**config.mk**
```make
export PLATFORM = sky130hd
export DESIGN_NAME = multi_joint_homing_sequencer_top
export DESIGN_NICKNAME = d
export VERILOG_FILES = /design/src/mjhs_pkg.sv /design/src/multi_joint_homing_sequencer_top.sv /design/src/mjhs_emit.sv
export SDC_FILE = /design/constraint.sdc
export NUM_CORES = 1
export LEC_CHECK = 0
export ABC_AREA = 1
export BUFFER_PORTS_ARGS = -buffer_cell sky130_fd_sc_hd__buf_2
export CAP_MARGIN = 10
export CORE_UTILIZATION = 30
export DETAILED_ROUTE_END_ITERATION = 8
export HOLD_SLACK_MARGIN = 0.05
export PLACE_DENSITY = 0.5
export SYNTH_ARGS = -nofsm -noshare
export SYNTH_HDL_FRONTEND = slang
export SYNTH_SLANG_ARGS = --single-unit
```
**constraint.sdc**
```tcl
create_clock -name clk -period 10.75 [get_ports clk]
set_input_delay 1.075 -clock clk [delete_from_list [all_inputs] [get_ports clk]]
set_output_delay 1.075 -clock clk [all_outputs]
set_load 0.005 [all_outputs]
```
**src/mjhs_pkg.sv**
```systemverilog
// Package for the multi-joint homing sequencer: codes, phases and the result batch type.
package mjhs_pkg;

  localparam int MAX_JOINTS = 8;
  localparam int JOINT_W    = 3;
  localparam int ADDR_W     = 5;
  localparam int DATA_W     = 32;

  typedef enum logic [2:0] {
    KIND_NONE     = 3'd0,
    KIND_FWD      = 3'd1,
    KIND_BACK     = 3'd2,
    KIND_ENC_ZERO = 3'd3,
    KIND_PWM_ZERO = 3'd4,
    KIND_SET_CAL  = 3'd5
  } cmd_kind_t;

  typedef enum logic [1:0] {
    FAULT_NONE    = 2'd0,
    FAULT_I2T     = 2'd1,
    FAULT_TIMEOUT = 2'd2
  } fault_t;

  typedef enum logic [1:0] {
    PH_IDLE    = 2'd0,
    PH_MOVING  = 2'd1,
    PH_ZEROING = 2'd2,
    PH_HOMED   = 2'd3
  } phase_t;

  localparam logic REQ_START  = 1'b0;
  localparam logic REQ_REPORT = 1'b1;

  localparam logic [2:0] REG_SPEED_BAND = 3'd0;
  localparam logic [2:0] REG_STALL_NEED = 3'd1;
  localparam logic [2:0] REG_DELAY      = 3'd2;
  localparam logic [2:0] REG_HOME_DIR   = 3'd3;
  localparam logic [2:0] REG_ENC_SAME   = 3'd4;

  // Results of one item: an optional single command, then a joint list, then a bare notice.
  typedef struct packed {
    logic                    pre_valid;
    logic [JOINT_W-1:0]      pre_joint;
    cmd_kind_t               pre_kind;
    fault_t                  pre_fault;
    logic [MAX_JOINTS-1:0]   list_mask;
    logic [MAX_JOINTS-1:0]   list_back;
    logic                    list_cal;
    logic                    bare;
  } batch_t;

endpackage

```
**src/multi_joint_homing_sequencer_top.sv**
```systemverilog
// Top level of the multi-joint homing sequencer: config registers, joint state, item decode.
//
//  port group   direction  handshake          beat contents
//  input        in         in_valid/in_stall  start or joint report
//  output       out        out_valid/out_stall one command or completion notice
//  config       in/out     APB psel/penable   five tuning registers
//
// An item is taken into an input register, then decoded once the
// emitter has drained the previous item; it leaves 0 to NUM_JOINTS+1 result beats.
// The emitter sends one beat per cycle unless out_stall holds it, so the result
// count of the previous item sets when the next one is decoded.
// Reset (rst, synchronous) puts every joint idle and ends any sequence.
// out_stall holds the output register; in_stall is high while a full input register waits.
module multi_joint_homing_sequencer_top #(
  parameter int NUM_JOINTS = 5
) (
  input  logic                         clk,
  input  logic                         rst,
  input  logic                         in_valid,
  output logic                         in_stall,
  input  logic                         req_type,
  input  logic                         force_recalibrate,
  input  logic [4:0]                   calibrated_mask,
  input  logic [2:0]                   joint_index,
  input  logic signed [15:0]           motor_speed_rpm,
  input  logic signed [31:0]           encoder_position,
  input  logic                         overcurrent_flag,
  input  logic                         timeout_flag,
  input  logic [15:0]                  elapsed_ms,
  output logic                         out_valid,
  input  logic                         out_stall,
  output logic [2:0]                   cmd_joint,
  output logic [2:0]                   cmd_kind,
  output logic [1:0]                   fault_code,
  output logic                         all_done,
  output logic                         last_of_run,
  input  logic                         psel,
  input  logic                         penable,
  input  logic                         pwrite,
  input  logic [mjhs_pkg::ADDR_W-1:0]  paddr,
  input  logic [mjhs_pkg::DATA_W-1:0]  pwdata,
  output logic [mjhs_pkg::DATA_W-1:0]  prdata,
  output logic                         pready
);

  localparam int JW = (NUM_JOINTS > 1) ? $clog2(NUM_JOINTS) : 1;

  logic [7:0]  speed_band;
  logic [3:0]  stall_need;
  logic [15:0] startup_delay;
  logic [4:0]  home_dir;
  logic [4:0]  enc_same;
  logic [2:0]  reg_idx;

  assign pready  = 1'b1;
  assign reg_idx = paddr[4:2];

  always_ff @(posedge clk) begin
    if (rst) begin
      speed_band    <= 8'd5;
      stall_need    <= 4'd5;
      startup_delay <= 16'd200;
      home_dir      <= '0;
      enc_same      <= '0;
    end else if (psel && penable && pwrite) begin
      unique case (reg_idx)
        mjhs_pkg::REG_SPEED_BAND: speed_band    <= pwdata[7:0];
        mjhs_pkg::REG_STALL_NEED: stall_need    <= pwdata[3:0];
        mjhs_pkg::REG_DELAY:      startup_delay <= pwdata[15:0];
        mjhs_pkg::REG_HOME_DIR:   home_dir      <= pwdata[4:0];
        mjhs_pkg::REG_ENC_SAME:   enc_same      <= pwdata[4:0];
        default: ;
      endcase
    end
  end

  always_comb begin
    unique case (reg_idx)
      mjhs_pkg::REG_SPEED_BAND: prdata = {24'd0, speed_band};
      mjhs_pkg::REG_STALL_NEED: prdata = {28'd0, stall_need};
      mjhs_pkg::REG_DELAY:      prdata = {16'd0, startup_delay};
      mjhs_pkg::REG_HOME_DIR:   prdata = {27'd0, home_dir};
      mjhs_pkg::REG_ENC_SAME:   prdata = {27'd0, enc_same};
      default:                  prdata = '0;
    endcase
  end

  // input register
  logic               in_full;
  logic               r_type;
  logic               r_force;
  logic [4:0]         r_cal;
  logic [2:0]         r_joint;
  logic signed [15:0] r_speed;
  logic signed [31:0] r_enc;
  logic               r_oc;
  logic               r_to;
  logic [15:0]        r_elapsed;
  logic               fire;
  logic               emit_free;

  assign fire     = in_full && emit_free;
  assign in_stall = in_full && !fire;

  always_ff @(posedge clk) begin
    if (rst) begin
      in_full <= 1'b0;
    end else if (in_valid && !in_stall) begin
      in_full <= 1'b1;
    end else if (fire) begin
      in_full <= 1'b0;
    end
  end

  always_ff @(posedge clk) begin
    if (in_valid && !in_stall) begin
      r_type    <= req_type;
      r_force   <= force_recalibrate;
      r_cal     <= calibrated_mask;
      r_joint   <= joint_index;
      r_speed   <= motor_speed_rpm;
      r_enc     <= encoder_position;
      r_oc      <= overcurrent_flag;
      r_to      <= timeout_flag;
      r_elapsed <= elapsed_ms;
    end
  end

  // joint state
  mjhs_pkg::phase_t phase      [NUM_JOINTS];
  mjhs_pkg::phase_t phase_next [NUM_JOINTS];
  logic [3:0]       still      [NUM_JOINTS];
  logic [3:0]       still_next [NUM_JOINTS];
  logic             active;
  logic             active_next;
  mjhs_pkg::batch_t batch;
  logic             load;

  logic [7:0]         cal8;
  logic [7:0]         back8;
  logic [JW-1:0]      jidx;
  logic               joint_ok;
  logic signed [16:0] speed_x;
  logic signed [16:0] band_x;
  logic               stalled;
  logic [3:0]         cnt_new;
  logic               any_busy;
  logic [7:0]         homed8;

  assign cal8     = {3'd0, r_cal};
  assign back8    = {3'd0, home_dir ^ enc_same};
  assign jidx     = r_joint[JW-1:0];
  assign joint_ok = 32'(r_joint) < NUM_JOINTS;
  assign speed_x  = 17'(r_speed);
  assign band_x   = $signed({9'd0, speed_band});
  assign stalled  = (speed_x < band_x) && (speed_x > -band_x);

  always_comb begin
    phase_next  = phase;
    still_next  = still;
    active_next = active;
    batch       = '0;
    load        = 1'b0;
    cnt_new     = '0;
    any_busy    = 1'b0;
    homed8      = '0;
    if (fire) begin
      if (r_type == mjhs_pkg::REQ_START) begin
        load        = 1'b1;
        active_next = 1'b1;
        for (int j = 0; j < NUM_JOINTS; j++) begin
          still_next[j] = '0;
          if (cal8[j] && !r_force) begin
            phase_next[j] = mjhs_pkg::PH_IDLE;
          end else begin
            phase_next[j]      = mjhs_pkg::PH_MOVING;
            batch.list_mask[j] = 1'b1;
            batch.list_back[j] = back8[j];
          end
        end
        if (batch.list_mask == '0) begin
          batch.bare  = 1'b1;
          active_next = 1'b0;
        end
      end else if (active && joint_ok) begin
        load = 1'b1;
        if (phase[jidx] != mjhs_pkg::PH_IDLE && (r_oc || r_to)) begin
          batch.pre_valid = 1'b1;
          batch.pre_joint = r_joint;
          batch.pre_kind  = mjhs_pkg::KIND_NONE;
          batch.pre_fault = r_oc ? mjhs_pkg::FAULT_I2T : mjhs_pkg::FAULT_TIMEOUT;
          active_next     = 1'b0;
        end else begin
          if (r_elapsed >= startup_delay) begin
            if (phase[jidx] == mjhs_pkg::PH_MOVING) begin
              if (stalled) begin
                cnt_new = (still[jidx] == 4'hF) ? 4'hF : still[jidx] + 4'd1;
              end
              still_next[jidx] = cnt_new;
              if (cnt_new >= stall_need) begin
                batch.pre_valid  = 1'b1;
                batch.pre_joint  = r_joint;
                batch.pre_kind   = mjhs_pkg::KIND_ENC_ZERO;
                phase_next[jidx] = mjhs_pkg::PH_ZEROING;
              end
            end else if (phase[jidx] == mjhs_pkg::PH_ZEROING) begin
              if (r_enc == '0) begin
                batch.pre_valid  = 1'b1;
                batch.pre_joint  = r_joint;
                batch.pre_kind   = mjhs_pkg::KIND_PWM_ZERO;
                phase_next[jidx] = mjhs_pkg::PH_HOMED;
              end
            end
          end
          for (int j = 0; j < NUM_JOINTS; j++) begin
            if (phase_next[j] == mjhs_pkg::PH_MOVING ||
                phase_next[j] == mjhs_pkg::PH_ZEROING) begin
              any_busy = 1'b1;
            end
            homed8[j] = (phase_next[j] == mjhs_pkg::PH_HOMED);
          end
          if (!any_busy) begin
            active_next     = 1'b0;
            batch.list_mask = homed8;
            batch.list_cal  = 1'b1;
            batch.bare      = (homed8 == '0);
          end
        end
      end
    end
  end

  always_ff @(posedge clk) begin
    if (rst) begin
      active <= 1'b0;
      for (int j = 0; j < NUM_JOINTS; j++) begin
        phase[j] <= mjhs_pkg::PH_IDLE;
        still[j] <= '0;
      end
    end else begin
      active <= active_next;
      phase  <= phase_next;
      still  <= still_next;
    end
  end

  mjhs_emit u_emit (
    .clk         (clk),
    .rst         (rst),
    .load        (load),
    .batch_in    (batch),
    .free        (emit_free),
    .out_valid   (out_valid),
    .out_stall   (out_stall),
    .cmd_joint   (cmd_joint),
    .cmd_kind    (cmd_kind),
    .fault_code  (fault_code),
    .all_done    (all_done),
    .last_of_run (last_of_run)
  );

endmodule

```
**src/mjhs_emit.sv**
```systemverilog
// Result emitter: walks one batch and sends its beats through an output register.
module mjhs_emit (
  input  logic                 clk,
  input  logic                 rst,
  input  logic                 load,
  input  mjhs_pkg::batch_t     batch_in,
  output logic                 free,
  output logic                 out_valid,
  input  logic                 out_stall,
  output logic [2:0]           cmd_joint,
  output logic [2:0]           cmd_kind,
  output logic [1:0]           fault_code,
  output logic                 all_done,
  output logic                 last_of_run
);

  mjhs_pkg::batch_t cur;
  mjhs_pkg::batch_t rem;
  logic                              busy;
  logic                              pop;
  logic                              rem_empty;
  logic [mjhs_pkg::JOINT_W-1:0]      sel;
  logic [mjhs_pkg::JOINT_W-1:0]      beat_joint;
  mjhs_pkg::cmd_kind_t               beat_kind;
  mjhs_pkg::fault_t                  beat_fault;
  logic                              beat_done;

  always_comb begin
    sel = '0;
    for (int j = mjhs_pkg::MAX_JOINTS - 1; j >= 0; j--) begin
      if (cur.list_mask[j]) begin
        sel = mjhs_pkg::JOINT_W'(j);
      end
    end
  end

  always_comb begin
    rem        = cur;
    beat_joint = '0;
    beat_kind  = mjhs_pkg::KIND_NONE;
    beat_fault = mjhs_pkg::FAULT_NONE;
    beat_done  = 1'b0;
    priority if (cur.pre_valid) begin
      rem.pre_valid = 1'b0;
      beat_joint    = cur.pre_joint;
      beat_kind     = cur.pre_kind;
      beat_fault    = cur.pre_fault;
    end else if (|cur.list_mask) begin
      rem.list_mask[sel] = 1'b0;
      beat_joint         = sel;
      beat_done          = cur.list_cal;
      if (cur.list_cal) begin
        beat_kind = mjhs_pkg::KIND_SET_CAL;
      end else if (cur.list_back[sel]) begin
        beat_kind = mjhs_pkg::KIND_BACK;
      end else begin
        beat_kind = mjhs_pkg::KIND_FWD;
      end
    end else begin
      rem.bare  = 1'b0;
      beat_done = 1'b1;
    end
  end

  assign busy      = cur.pre_valid | (|cur.list_mask) | cur.bare;
  assign rem_empty = !(rem.pre_valid | (|rem.list_mask) | rem.bare);
  assign pop       = busy && (!out_valid || !out_stall);
  assign free      = !busy || (pop && rem_empty);

  always_ff @(posedge clk) begin
    if (rst) begin
      cur       <= '0;
      out_valid <= 1'b0;
    end else begin
      if (load) begin
        cur <= batch_in;
      end else if (pop) begin
        cur <= rem;
      end
      if (pop) begin
        out_valid <= 1'b1;
      end else if (!out_stall) begin
        out_valid <= 1'b0;
      end
    end
  end

  always_ff @(posedge clk) begin
    if (pop) begin
      cmd_joint   <= beat_joint;
      cmd_kind    <= beat_kind;
      fault_code  <= beat_fault;
      all_done    <= beat_done;
      last_of_run <= rem_empty;
    end
  end

endmodule
```
# [After elaboration in Yosys (flattened, before gate mapping)]
# Cells that the tools add are included.
[word_totals] register_bits=181 output_inout_bits=45
[op_classes] add_sub_neg=2 magnitude_cmp=9 eq_ne=28 n_mux=130 bitwise_logic=11 n_reduce_logical=49
[ops] op="two-way mux 10 bit" count=12
[ops] op="two-way mux 20 bit" count=5
[ops] op="one-hot mux 16 bit (5 select lines)" count=1
[ops] op="two-way mux 1 bit" count=54
[ops] op="two-way mux 27 bit" count=2
[ops] op="two-way mux 7 bit" count=7
[ops] op="two-way mux 4 bit" count=11
[ops] op="two-way mux 3 bit" count=13
[ops] op="two-way mux 17 bit" count=2
[ops] op="logical NOT 32 bit" count=1
[ops] op="two-way mux 8 bit" count=3
[ops] op="== test 2 bit (second input constant)" count=11
[ops] op="bitwise mux 20 bit" count=1
[ops] op="two-way mux 2 bit" count=9
[ops] op="> comparator 16 x 17 -> 1 bit" count=1
[ops] op="logical AND 1 bit" count=17
[ops] op="negation 8 -> 17 bit" count=1
[ops] op=">= comparator 16 bit" count=1
[ops] op="< comparator 16 x 9 -> 1 bit" count=1
[ops] op="OR reduction 8 bit" count=2
[ops] op="two-way mux 5 bit" count=3
[ops] op="binary-select mux 4 bit (select 3 bit)" count=1
[ops] op="demux 4 bit (select 3 bit)" count=1
[ops] op="== test 2 x 1 -> 1 bit (second input constant)" count=6
[ops] op="other kinds (36)" count=63

# [Depth between registers and ports, before layout]
# Gate-level depths: netlist of run 1.
[depth] word_depth=48 depth_mapped=35 depth_no_buf=35

# [Modules after synthesis]
# From an unflattened synthesis of run 1, not the netlist that was laid out.
[hier_totals] cells_unflattened=1174 hier_area_um2=9531.6
[by_module_without_submodules] mod="multi_joint_homing_sequencer_top" n_inst=1 cells_per_inst=916 area_per_inst_um2=7691.1
[by_module_without_submodules] mod="mjhs_emit" n_inst=1 cells_per_inst=258 area_per_inst_um2=1840.5

# [Worst setup path before layout of run 1]
# No wires, ideal clock.
[synth_path] path_kind="register to register" start="register speed_band[0]" end="register u_emit.cur[11] (netlist name)" setup_ps=70 t_arrival_ps=4552 t_required_ps=10680 path_slack_ps=6128 path_stages_with_launch=33 path_buffers=0 cell_sequence="dfxtp_1 nor3_1 nand3_1 nor3_1 ha_1 inv_1 ha_1 nand4_1 nor3_1 nand3_1 nand4_1 nand3_1 nor2_1 inv_1 ha_1 inv_1 a21oi_1 o21ai_0 nand2_1 a21oi_1 nor2_2 nand3_1 nand2_1 nand2_1 ha_1 nor3_1 nor3b_1 nand2_1 inv_1 nand2_1 nand2_1 nand2_1 a21oi_1"
[synth_via] elab_chain_cells=35
[synth_lines] element="start, declared" line="multi_joint_homing_sequencer_top.sv:48" rtl="logic [7:0] speed_band;"
[synth_lines] element="start signal, assigned" line="multi_joint_homing_sequencer_top.sv:67" rtl="mjhs_pkg::REG_SPEED_BAND: speed_band <= pwdata[7:0];"
[synth_lines] element="negation 8 -> 17 bit" line="multi_joint_homing_sequencer_top.sv:156" rtl="assign stalled = (speed_x < band_x) && (speed_x > -band_x);"
[synth_lines] element="> comparator 16 x 17 -> 1 bit" line="multi_joint_homing_sequencer_top.sv:156"
[synth_lines] element="logical AND 1 bit (*)" line="multi_joint_homing_sequencer_top.sv:156"
[synth_lines] element="two-way mux 4 bit (*)" line="multi_joint_homing_sequencer_top.sv:196" rtl="if (stalled) begin"
[synth_lines] element="two-way mux 4 bit (*)" line="multi_joint_homing_sequencer_top.sv:195" rtl="if (phase[jidx] == mjhs_pkg::PH_MOVING) begin"
[synth_lines] element="two-way mux 4 bit (*)" line="multi_joint_homing_sequencer_top.sv:194" rtl="if (r_elapsed >= startup_delay) begin"
[synth_lines] element="two-way mux 4 bit (*)" line="multi_joint_homing_sequencer_top.sv:187" rtl="if (phase[jidx] != mjhs_pkg::PH_IDLE && (r_oc || r_to)) begin"
[synth_lines] element="two-way mux 4 bit (*)" line="multi_joint_homing_sequencer_top.sv:185" rtl="end else if (active && joint_ok) begin"
[synth_lines] element="(+19 left out)"
[synth_lines] element="two-way mux 1 bit" line="multi_joint_homing_sequencer_top.sv:168" rtl="if (r_type == mjhs_pkg::REQ_START) begin"
[synth_lines] element="two-way mux 1 bit" line="multi_joint_homing_sequencer_top.sv:167" rtl="if (fire) begin"
[synth_lines] element="two-way mux 5 bit (*)" line="multi_joint_homing_sequencer_top.sv:222" rtl="if (!any_busy) begin"
[synth_lines] element="two-way mux 8 bit (*)" line="multi_joint_homing_sequencer_top.sv:187"
[synth_lines] element="two-way mux 17 bit (*)" line="multi_joint_homing_sequencer_top.sv:185"
[synth_lines] element="two-way mux 5 bit (*)" line="multi_joint_homing_sequencer_top.sv:168"
[synth_lines] element="two-way mux 17 bit (*)" line="multi_joint_homing_sequencer_top.sv:167"
[synth_lines] element="two-way mux 27 bit (*)" line="mjhs_emit.sv:75" rtl="if (load) begin"
[synth_lines] element="end signal, assigned" line="mjhs_emit.sv:76" rtl="cur <= batch_in;"
[synth_lines] element="end signal, assigned" line="mjhs_emit.sv:78" rtl="cur <= rem;"
[synth_lines] element="end, declared" line="mjhs_emit.sv:17" rtl="mjhs_pkg::batch_t cur;"
# Mark *: on every way between the ends. The rest lies on a longest branch, timed or not. The select of a mux whose other input is x is not followed.
# A chain may end at the register's enable or synchronous reset.

# [Worst setup path in the final report of run 1]
[layout_path] start="register speed_band[0]" end="register u_emit.cur[14] (netlist name)"
# Same word-level chain as after synthesis.

==> results of run 1 <==
## cell usage in the layout, fill, tap and decap left out, types with 3 or more instances in the layout
cell and n:
o22ai_1 5, nand2_2 10, o21ai_0 67, nand3_1 40
nand4_1 45, buf_4 3, xnor2_1 5, buf_2 129
nand3_2 3, clkinv_8 5, a21oi_1 103, dfxtp_1 94
nand2_4 3, edfxtp_1 86, ha_1 52, nor3_1 17
xor2_1 5, inv_8 4, conb_1 17, a22o_1 3
nor4_1 5, or2_2 3, inv_1 104, inv_6 3
nor2_2 5, a21oi_2 4, inv_2 9, nand2_1 200
nor2_1 103, o21a_1 3, clkbuf_16 17, o211ai_1 6
o2111ai_1 3
## power breakdown
group / switching (W) / total [W] / internal [W]
Clock: 0.000312 / 0.000627 / 0.000314
Sequential: 0.0000386 / 0.000860 / 0.000821
Combinational: 0.000309 / 0.000441 / 0.000132
## cells by family after synthesis
kind of cell / count (synthesis)
DFF: 180
other: 2
AOI/OAI and AO/OA: 207
adders and majority gates: 52
xor gates and xnor gates: 10
and+or+nand+nor: 442
buffers and inverters: 161
## layout make-up
cell class,instances,area [um^2]
fillers,3116,19100
flip-flops and latches,180,4460
multi-input cells,728,3960
repair buffers,132,668
well taps,390,488
inverters,116,439
clock buffers,17,425
clock inverters,15,174
## per-layer routing
layer  share of wire [%]  vias up  wire length, um
met4                 1.4        0              320
met1                  49     3363            11100
met2                  45      187            10100
met3                 4.5       22             1020
met5                   0        -                0
li1                    -     3817                -
## path summary, 6_finish.rpt
| check | startpoint | end | slack, ns |
|---|---|---|---|
| worst min register to register | u_emit.cur[5]$_SDFFE_PP0P_ | u_emit.cur[5]$_SDFFE_PP0P_ | 0.47 |
| worst max register to register | speed_band[0]$_SDFFE_PP1P_ | u_emit.cur[14]$_SDFFE_PP0P_ | 4.43 |
| worst max-delay path | speed_band[0]$_SDFFE_PP1P_ | u_emit.cur[14]$_SDFFE_PP0P_ | 4.43 |
| worst min-delay path | u_emit.cur[5]$_SDFFE_PP0P_ | u_emit.cur[5]$_SDFFE_PP0P_ | 0.47 |
## through the flow
step	std cells	hold WS, ns	worst slack, ns
floorplan	1069	0.430	6.13
detailed placement	1546	0.457	4.47
global route	1578	0.482	3.59
global placement	1546	0.452	4.55
finish	1578	0.467	4.43
CTS	1578	0.468	4.38
## critical path, delay by kind of cell (launching register included)
family          cells  cell delay (ns)
simple gates       18             4.01
flops               1             0.35
buf+inv             3             0.18
fa+ha+maj           4             1.02
compound gates      5             0.66
## registers in the layout, indices dropped and copies added, names as in the netlist, 2 cells and up
name and cells:
r_enc 32, u_emit.cur 23, still 20, r_elapsed 16, r_speed 16, startup_delay 16
phase 10, speed_band 8, enc_same 5, home_dir 5, r_cal 5, stall_need 4
jidx 3, u_emit.cmd_joint 3, u_emit.cmd_kind 3, u_emit.fault_code 2
==> flow_metrics.tcl, run 1 <==
set metrics [dict create \
    drv_cap 0 \
    grt_pass1_wl_um 35900 \
    drtPass1Iterations 5 \
    cts_sinks 180 \
    synth_top_cells_by_count "nand2_1, inv_1, a21oi_1, nor2_1, dfxtp_1" \
    gp_routability_congestion 0.834 \
    status "completed" \
    coreArea_um2 29700 \
    hold_class "reg2reg" \
    drc 0 \
    avgSynthCellArea_um2 8.62 \
    wl_per_cell_um 14.3 \
    track_usage_pct 14.9 \
    ys_async_sr_fraction_pct 0 \
    crit_path_top_delay_cell "nor2_1" \
    yosys.area_share.xor_xnor_pct 0.964 \
    max-vdd-ir-drop_uv 119 \
    p_leak_nw 4.55 \
    synth-compound-area-share_pct 12.5 \
    holdPathStages 2 \
    setup_viol 0 \
    worst_slew_margin_rel_pct 32.0 \
    cts_tree "done" \
    dp_hpwl_um 16500 \
    final.setup.tns_ns 0 \
    yosysSeqAreaShare_pct 49.2 \
    grt-ovfl-total 0 \
    cts.clk_slew.worst_paths_ns 0.07 \
    timing.fmax_mhz 158 \
    rsz0062_at_grt "no" \
    ioPinCount 165 \
    ys_ff_latch 180 \
    synthMuxAreaShare_pct 0 \
    vias 7389 \
    die_y_um 176 \
    num_antenna_cells 0 \
    fin_worst_skew_ns 0.0186 \
    yosys_most_used_dff "dfxtp_1" \
    ff2ff_path_depth 30 \
    hold_viol_final 0 \
    clock_latency_ns 0.44 \
    postSynthCellCount 1054 \
    synth_top_area_cell "edfxtp_1" \
    root_buffer "clkbuf_16" \
    routed_wl_um 22600 \
    fin_crit_sh_pct 58.8 \
    htreeDepth 4 \
    start_util_pct 30.6 \
    crit_top_cell "nand2_1" \
    synth_area_um2 9080 \
    ys_top_cells_by_area "edfxtp_1, dfxtp_1, nand2_1" \
    grt_busiest_layer "met2" \
    die_x_um 176 \
    area_delta_synth_final_pct 16.9 \
    synthMostInstantiatedCell "nand2_1" \
    met1_usage_pct 20.9 \
    power_density_nw_per_um2 182 \
    cts_setup_buffers 0 \
    dpl-instance-area_um2 10000 \
    crit_type "reg2reg" \
    nets 1347 \
    arrival_ns 6.66 \
    total_power_w 0.00193 \
    die-area_um2 31000 \
    grt_max_degree 59 \
    use_met2_pct 23.6 \
    finalCriticalPeriod_ns 6.32 \
    worst_pin_slew_ns 1.02 \
    synth_edf_count 86 \
    numCtsBuffers 17 \
    synth-simple-area-share_pct 22.2 \
    synth_cell_types 50 \
    worstSetupEndpointType "flop" \
    vias_per_cell 4.68 \
    antenna_found_initial 0 \
    synth_top_area_share_pct 28.4 \
    ctsHoldBuffers 0 \
    postLayoutCellArea_um2 10600 \
    cpPeakStageDelay_ns 0.53 \
    row_count 63 \
    drv_slew 0 \
    grt_util_met3_pct 2.39 \
    io_buffers 129 \
    synth_fa_ha_area_share_pct 7.16 \
    cts-resized-gates 0 \
    postRouteAntennaNets 0 \
    grt_pass1_vias 6868 \
    critical_path.max_fanout 7 \
    synth_top_family_by_area "simple AND/OR/NAND/NOR gates" \
    required_ns 11.09 \
    cts_max_path_buffers 2 \
    final_layout_size_suffix_gt1_share_pct 17.5 \
    ys_warn_count 0 \
    drt_iter0_drc 403 \
    startpoint_type "flop" \
    final_util_pct 35.7 \
]
(Power assumes the default switching activity.)
==> run 2, diff against run 1 <==
- PLACE_DENSITY: 0.5 -> 0.52
- clock period: 10.75 -> 5.61 ns (I/O delays scaled with it)
==> flow_metrics.tcl, run 2 (synthesized netlist as in run 1, its figures left out) <==
set metrics [dict create \
    status "completed" \
    final_common_cell "nand2_1" \
    start_util_pct 30.6 \
    drc 0 \
    fin_crit_sh_pct 92.3 \
    track_usage_pct 15.1 \
    timing.fmax_mhz 193 \
    vias 7441 \
    drt_iter0_drc 494 \
    row_count 63 \
    cts_sinks 180 \
    crit_top_cell "nand2_1" \
    dp_hpwl_um 16800 \
    layout_common_cells "nand2_1, buf_2, inv_1" \
    startpoint_type "flop" \
    largest_register_ffs 32 \
    cpPeakStageDelay_ns 0.31 \
    crit_buf_inv 5 \
    reg_top3 "r_enc: 32 flops, u_emit.cur: 23 flops, still: 20 flops" \
    p_leak_nw 4.58 \
    gp_routability_congestion 0.883 \
    cts_tree "done" \
    nets 1355 \
    worst_slew_margin_rel_pct 33.0 \
    routed_wl_um 22600 \
    grt_pass1_vias 6962 \
    drv_cap 0 \
    crit_type "reg2reg" \
    crit_path_top_delay_cell "dfxtp_1" \
    root_buffer "clkbuf_16" \
    fin_hold_ws_ns 0.294 \
    worst_pin_slew_ns 1.01 \
    worstSetupEndpointType "flop" \
    antenna_found_initial 0 \
    ctsHoldBuffers 0 \
    finalCriticalPeriod_ns 5.18 \
    grt-ovfl-total 0 \
    numCtsBuffers 17 \
    cts.clk_slew.worst_paths_ns 0.07 \
    postRouteAntennaNets 0 \
    cp_top_family "simple AND/OR/NAND/NOR gates" \
    cts_setup_buffers 0 \
    ioPinCount 165 \
    cts_max_path_buffers 2 \
    htreeDepth 4 \
    cts-resized-gates 0 \
    fin_worst_skew_ns 0.0113 \
    hold_viol_final 0 \
    power_density_nw_per_um2 347 \
    clock_latency_ns 0.44 \
    wl_per_cell_um 14.3 \
    area_delta_synth_final_pct 17.8 \
    max-vdd-ir-drop_uv 164 \
    die_x_um 176 \
    die-area_um2 31000 \
    grt_max_degree 48 \
    drtPass1Iterations 5 \
    required_ns 5.97 \
    io_buffers 129 \
    critical_path.max_fanout 5 \
    regMostFlops "r_enc" \
    drv_slew 0 \
    die_y_um 176 \
    final_util_pct 36.0 \
    setup_viol 0 \
    grt_pass1_wl_um 36600 \
    hold_class "in2reg" \
    vias_per_cell 4.69 \
    arrival_ns 5.54 \
    num_antenna_cells 0 \
    final_layout_size_suffix_gt1_share_pct 18.6 \
    coreArea_um2 29700 \
]
==> run 2: metal layers <==
| layer | wire length, um | share of wire (%) | vias to the layer above | global-route usage, % |
|---|---|---|---|---|
| li1 | - | - | 3834 | - |
| met1 | 11100 | 49 | 3400 | 20.8 |
| met2 | 10100 | 45 | 178 | 23.5 |
| met3 | 912 | 4.0 | 29 | 2.76 |
| met4 | 492 | 2.2 | 0 | 5.69 |
| met5 | 0 | 0 | - | 0 |
==> run 2: per-stage QoR <==
step | cell area (um^2) | total power [W] | setup WS (ns) | setup TNS (ns) | instances
6_report | 10700 | 0.00371 | 0.433 | 0 | 1586
5_1_grt | 10700 | 0.00393 | -0.110 | -0.369 | 1586
4_1_cts | 10700 | 0.00375 | 0.104 | 0 | 1586
3_5_place_dp | 10100 | 0.00254 | 0.170 | 0 | 1554
3_3_place_gp | 10100 | 0.00253 | 0.297 | 0 | 1554
2_1_floorplan | 9140 | 0.00229 | 0.988 | 0 | 1069
==> run 2: worst paths after layout <==
path | startpoint | cells after the start | to | slack [ns]
max reg2reg | speed_band[1]$_SDFFE_PP0P_ | 36 | u_emit.cur[11]$_SDFFE_PP0P_ | 0.43
max | speed_band[1]$_SDFFE_PP0P_ | 36 | u_emit.cur[11]$_SDFFE_PP0P_ | 0.43
min | motor_speed_rpm[14] | 1 | r_speed[14]$_DFFE_PP_ | 0.29
min reg2reg | still[3]$_SDFFE_PP0P_ | 2 | still[3]$_SDFFE_PP0P_ | 0.47
==> run 2: area by class of cell <==
| class | count | area (um^2) |
|---|---|---|
| clock inverter | 13 | 149 |
| inverter | 116 | 439 |
| multi-input combinational | 728 | 4000 |
| tap | 390 | 488 |
| fill | 3107 | 19000 |
| clock buffer | 19 | 433 |
| sequential | 180 | 4460 |
| timing repair buffer | 140 | 728 |
==> run 2: where the power goes <==
part | switching, W | internal (W) | total (W)
registers | 0.0000753 | 0.00157 | 0.00165
logic | 0.000595 | 0.000265 | 0.000860
clock network | 0.000539 | 0.000663 | 0.00120
total | 0.00121 | 0.00250 | 0.00371
==> run 3, diff against run 2 <==
- PLACE_DENSITY: 0.52 -> 0.5
- clock period: 5.61 -> 5.55 ns (I/O delays scaled with it)
==> flow_metrics.tcl, run 3 (synthesized netlist as in run 1, its figures left out) <==
set metrics [dict create \
    grt_pass1_wl_um 36500 \
    cts_sinks 180 \
    fin_crit_sh_pct 92.6 \
    placedCellCount 1562 \
    hold_viol_final 0 \
    root_buffer "clkbuf_16" \
    drv_slew 0 \
    crit_top_cell "nand2_1" \
    gp_routability_congestion 0.869 \
    layout_common_cells "nand2_1, buf_2, inv_1, a21oi_1, nor2_1" \
    reg_top3 "r_enc: 32 flops, u_emit.cur: 23 flops, still: 20 flops" \
    start_util_pct 30.6 \
    timing.fmax_mhz 195 \
    row_count 63 \
    critical_path.max_fanout 5 \
    grt_busiest_layer "met2" \
    nets 1363 \
    dpl-instance-area_um2 10100 \
    die_y_um 176 \
    setup_slack_ns 0.411 \
    required_ns 5.90 \
    numCtsBuffers 17 \
    drv_cap 0 \
    postLayoutCellArea_um2 10800 \
    worst_slew_margin_rel_pct 29.9 \
    fin_worst_skew_ns 0.0152 \
    vias 7453 \
    io_buffers 129 \
    drc 0 \
    p_leak_nw 4.63 \
    largest_register_ffs 32 \
    pre_cts_slack_ns 0.150 \
    die-area_um2 31000 \
    arrival_ns 5.49 \
    drtPass1Iterations 5 \
    grt_pass1_vias 6862 \
    setup_viol 0 \
    cpPeakStageDelay_ns 0.38 \
    wl_per_cell_um 14.4 \
    max-vdd-ir-drop_uv 202 \
    drt_iter0_drc 510 \
    antenna_found_initial 1 \
    grt_max_degree 49 \
    grt_util_met3_pct 2.65 \
    vias_per_cell 4.67 \
    postRouteAntennaNets 0 \
    regMostFlops "r_enc" \
    hold_class "in2reg" \
    worst_pin_slew_ns 1.05 \
    ioPinCount 165 \
    finalNonFillerCells 1595 \
    grt-ovfl-total 0 \
    met1_usage_pct 21.3 \
    cts-resized-gates 0 \
    cts_tree "done" \
    final_layout_size_suffix_gt1_share_pct 19.4 \
    area_delta_synth_final_pct 18.6 \
    cts_setup_buffers 0 \
    dp_hpwl_um 16700 \
    cts.clk_slew.worst_paths_ns 0.08 \
    coreArea_um2 29700 \
    cts_max_path_buffers 2 \
    power_density_nw_per_um2 350 \
    clock_latency_ns 0.44 \
    fill_cells 3098 \
    routed_wl_um 23000 \
    status "completed" \
    startpoint_type "flop" \
    crit_path_top_delay_cell "nor4_1" \
    track_usage_pct 15.2 \
    use_met2_pct 23.7 \
    htreeDepth 4 \
    die_x_um 176 \
    worstSetupEndpointType "flop" \
    final_common_cell "nand2_1" \
    finalCriticalPeriod_ns 5.14 \
    crit_type "reg2reg" \
    ctsHoldBuffers 0 \
    total_power_w 0.00377 \
]
-- run 3: cell types whose count changed in the layout (fill, tap and decap cells not counted), moves of 2 or more --
cell	change
buf_4	+8
bufinv_16	-2
clkbuf_1	-2
clkinv_8	+3
clkinvlp_4	-3
inv_6	-3
inv_8	+6
nor3_2	+2
-- run 3: metal layers --
| metal | part of all wire, % | vias up | wire, um |
|---|---|---|---|
| li1 | - | 3855 | - |
| met1 | 49 | 3366 | 11300 |
| met2 | 45 | 211 | 10300 |
| met3 | 4.8 | 21 | 1100 |
| met4 | 1.4 | 0 | 328 |
| met5 | 0 | - | 0 |
-- run 3: worst max-delay path: cells and delay by family, from the launching register on --
family                     cells  cell delay [ns]
adders and majority gates      4             1.00
DFF                            1             0.36
and+or+nand+nor               16             2.62
AOI/OAI and AO/OA              5             0.64
buffers and inverters          5             0.45
-- run 3: per-stage QoR --
step                TNS (ns)  util [%]  hold slack, ns
global route        -0.00948      36.3           0.260
floorplan                  0         -           0.430
CTS                        0      36.1           0.261
global placement           0      34.1           0.453
finish                     0      36.3           0.279
detailed placement         0      34.1           0.458
-- run 3: path summary, 6_finish.rpt --
kind              cells after the start                          end  slack [ns]                       start
setup reg to reg                     30  u_emit.cur[14]$_SDFFE_PP0P_        0.41  speed_band[0]$_SDFFE_PP1P_
hold reg to reg                       2   u_emit.cur[2]$_SDFFE_PP0P_        0.47  u_emit.cur[2]$_SDFFE_PP0P_
setup / recovery                     30  u_emit.cur[14]$_SDFFE_PP0P_        0.41  speed_band[0]$_SDFFE_PP1P_
hold / removal                        1       r_elapsed[8]$_DFFE_PP_        0.28               elapsed_ms[8]
-- run 3: power by group --
part	switching [W]	internal (W)	total (W)
sequential	0.0000765	0.00159	0.00167
combinational	0.000600	0.000273	0.000872
clock	0.000619	0.000612	0.00123
-- run 3: final cells by class --
| class | instances | area, um^2 | share of cell area [%] |
|---|---|---|---|
| multi-input combinational | 728 | 3990 | 37.1 |
| timing repair buffer | 148 | 788 | 7.32 |
| inverter | 116 | 439 | 4.08 |
| tap | 390 | 488 | 4.53 |
| antenna | 1 | 2.50 | 0.0232 |
| clock buffer | 17 | 425 | 3.95 |
| clock inverter | 15 | 173 | 1.60 |
| sequential | 180 | 4460 | 41.4 |
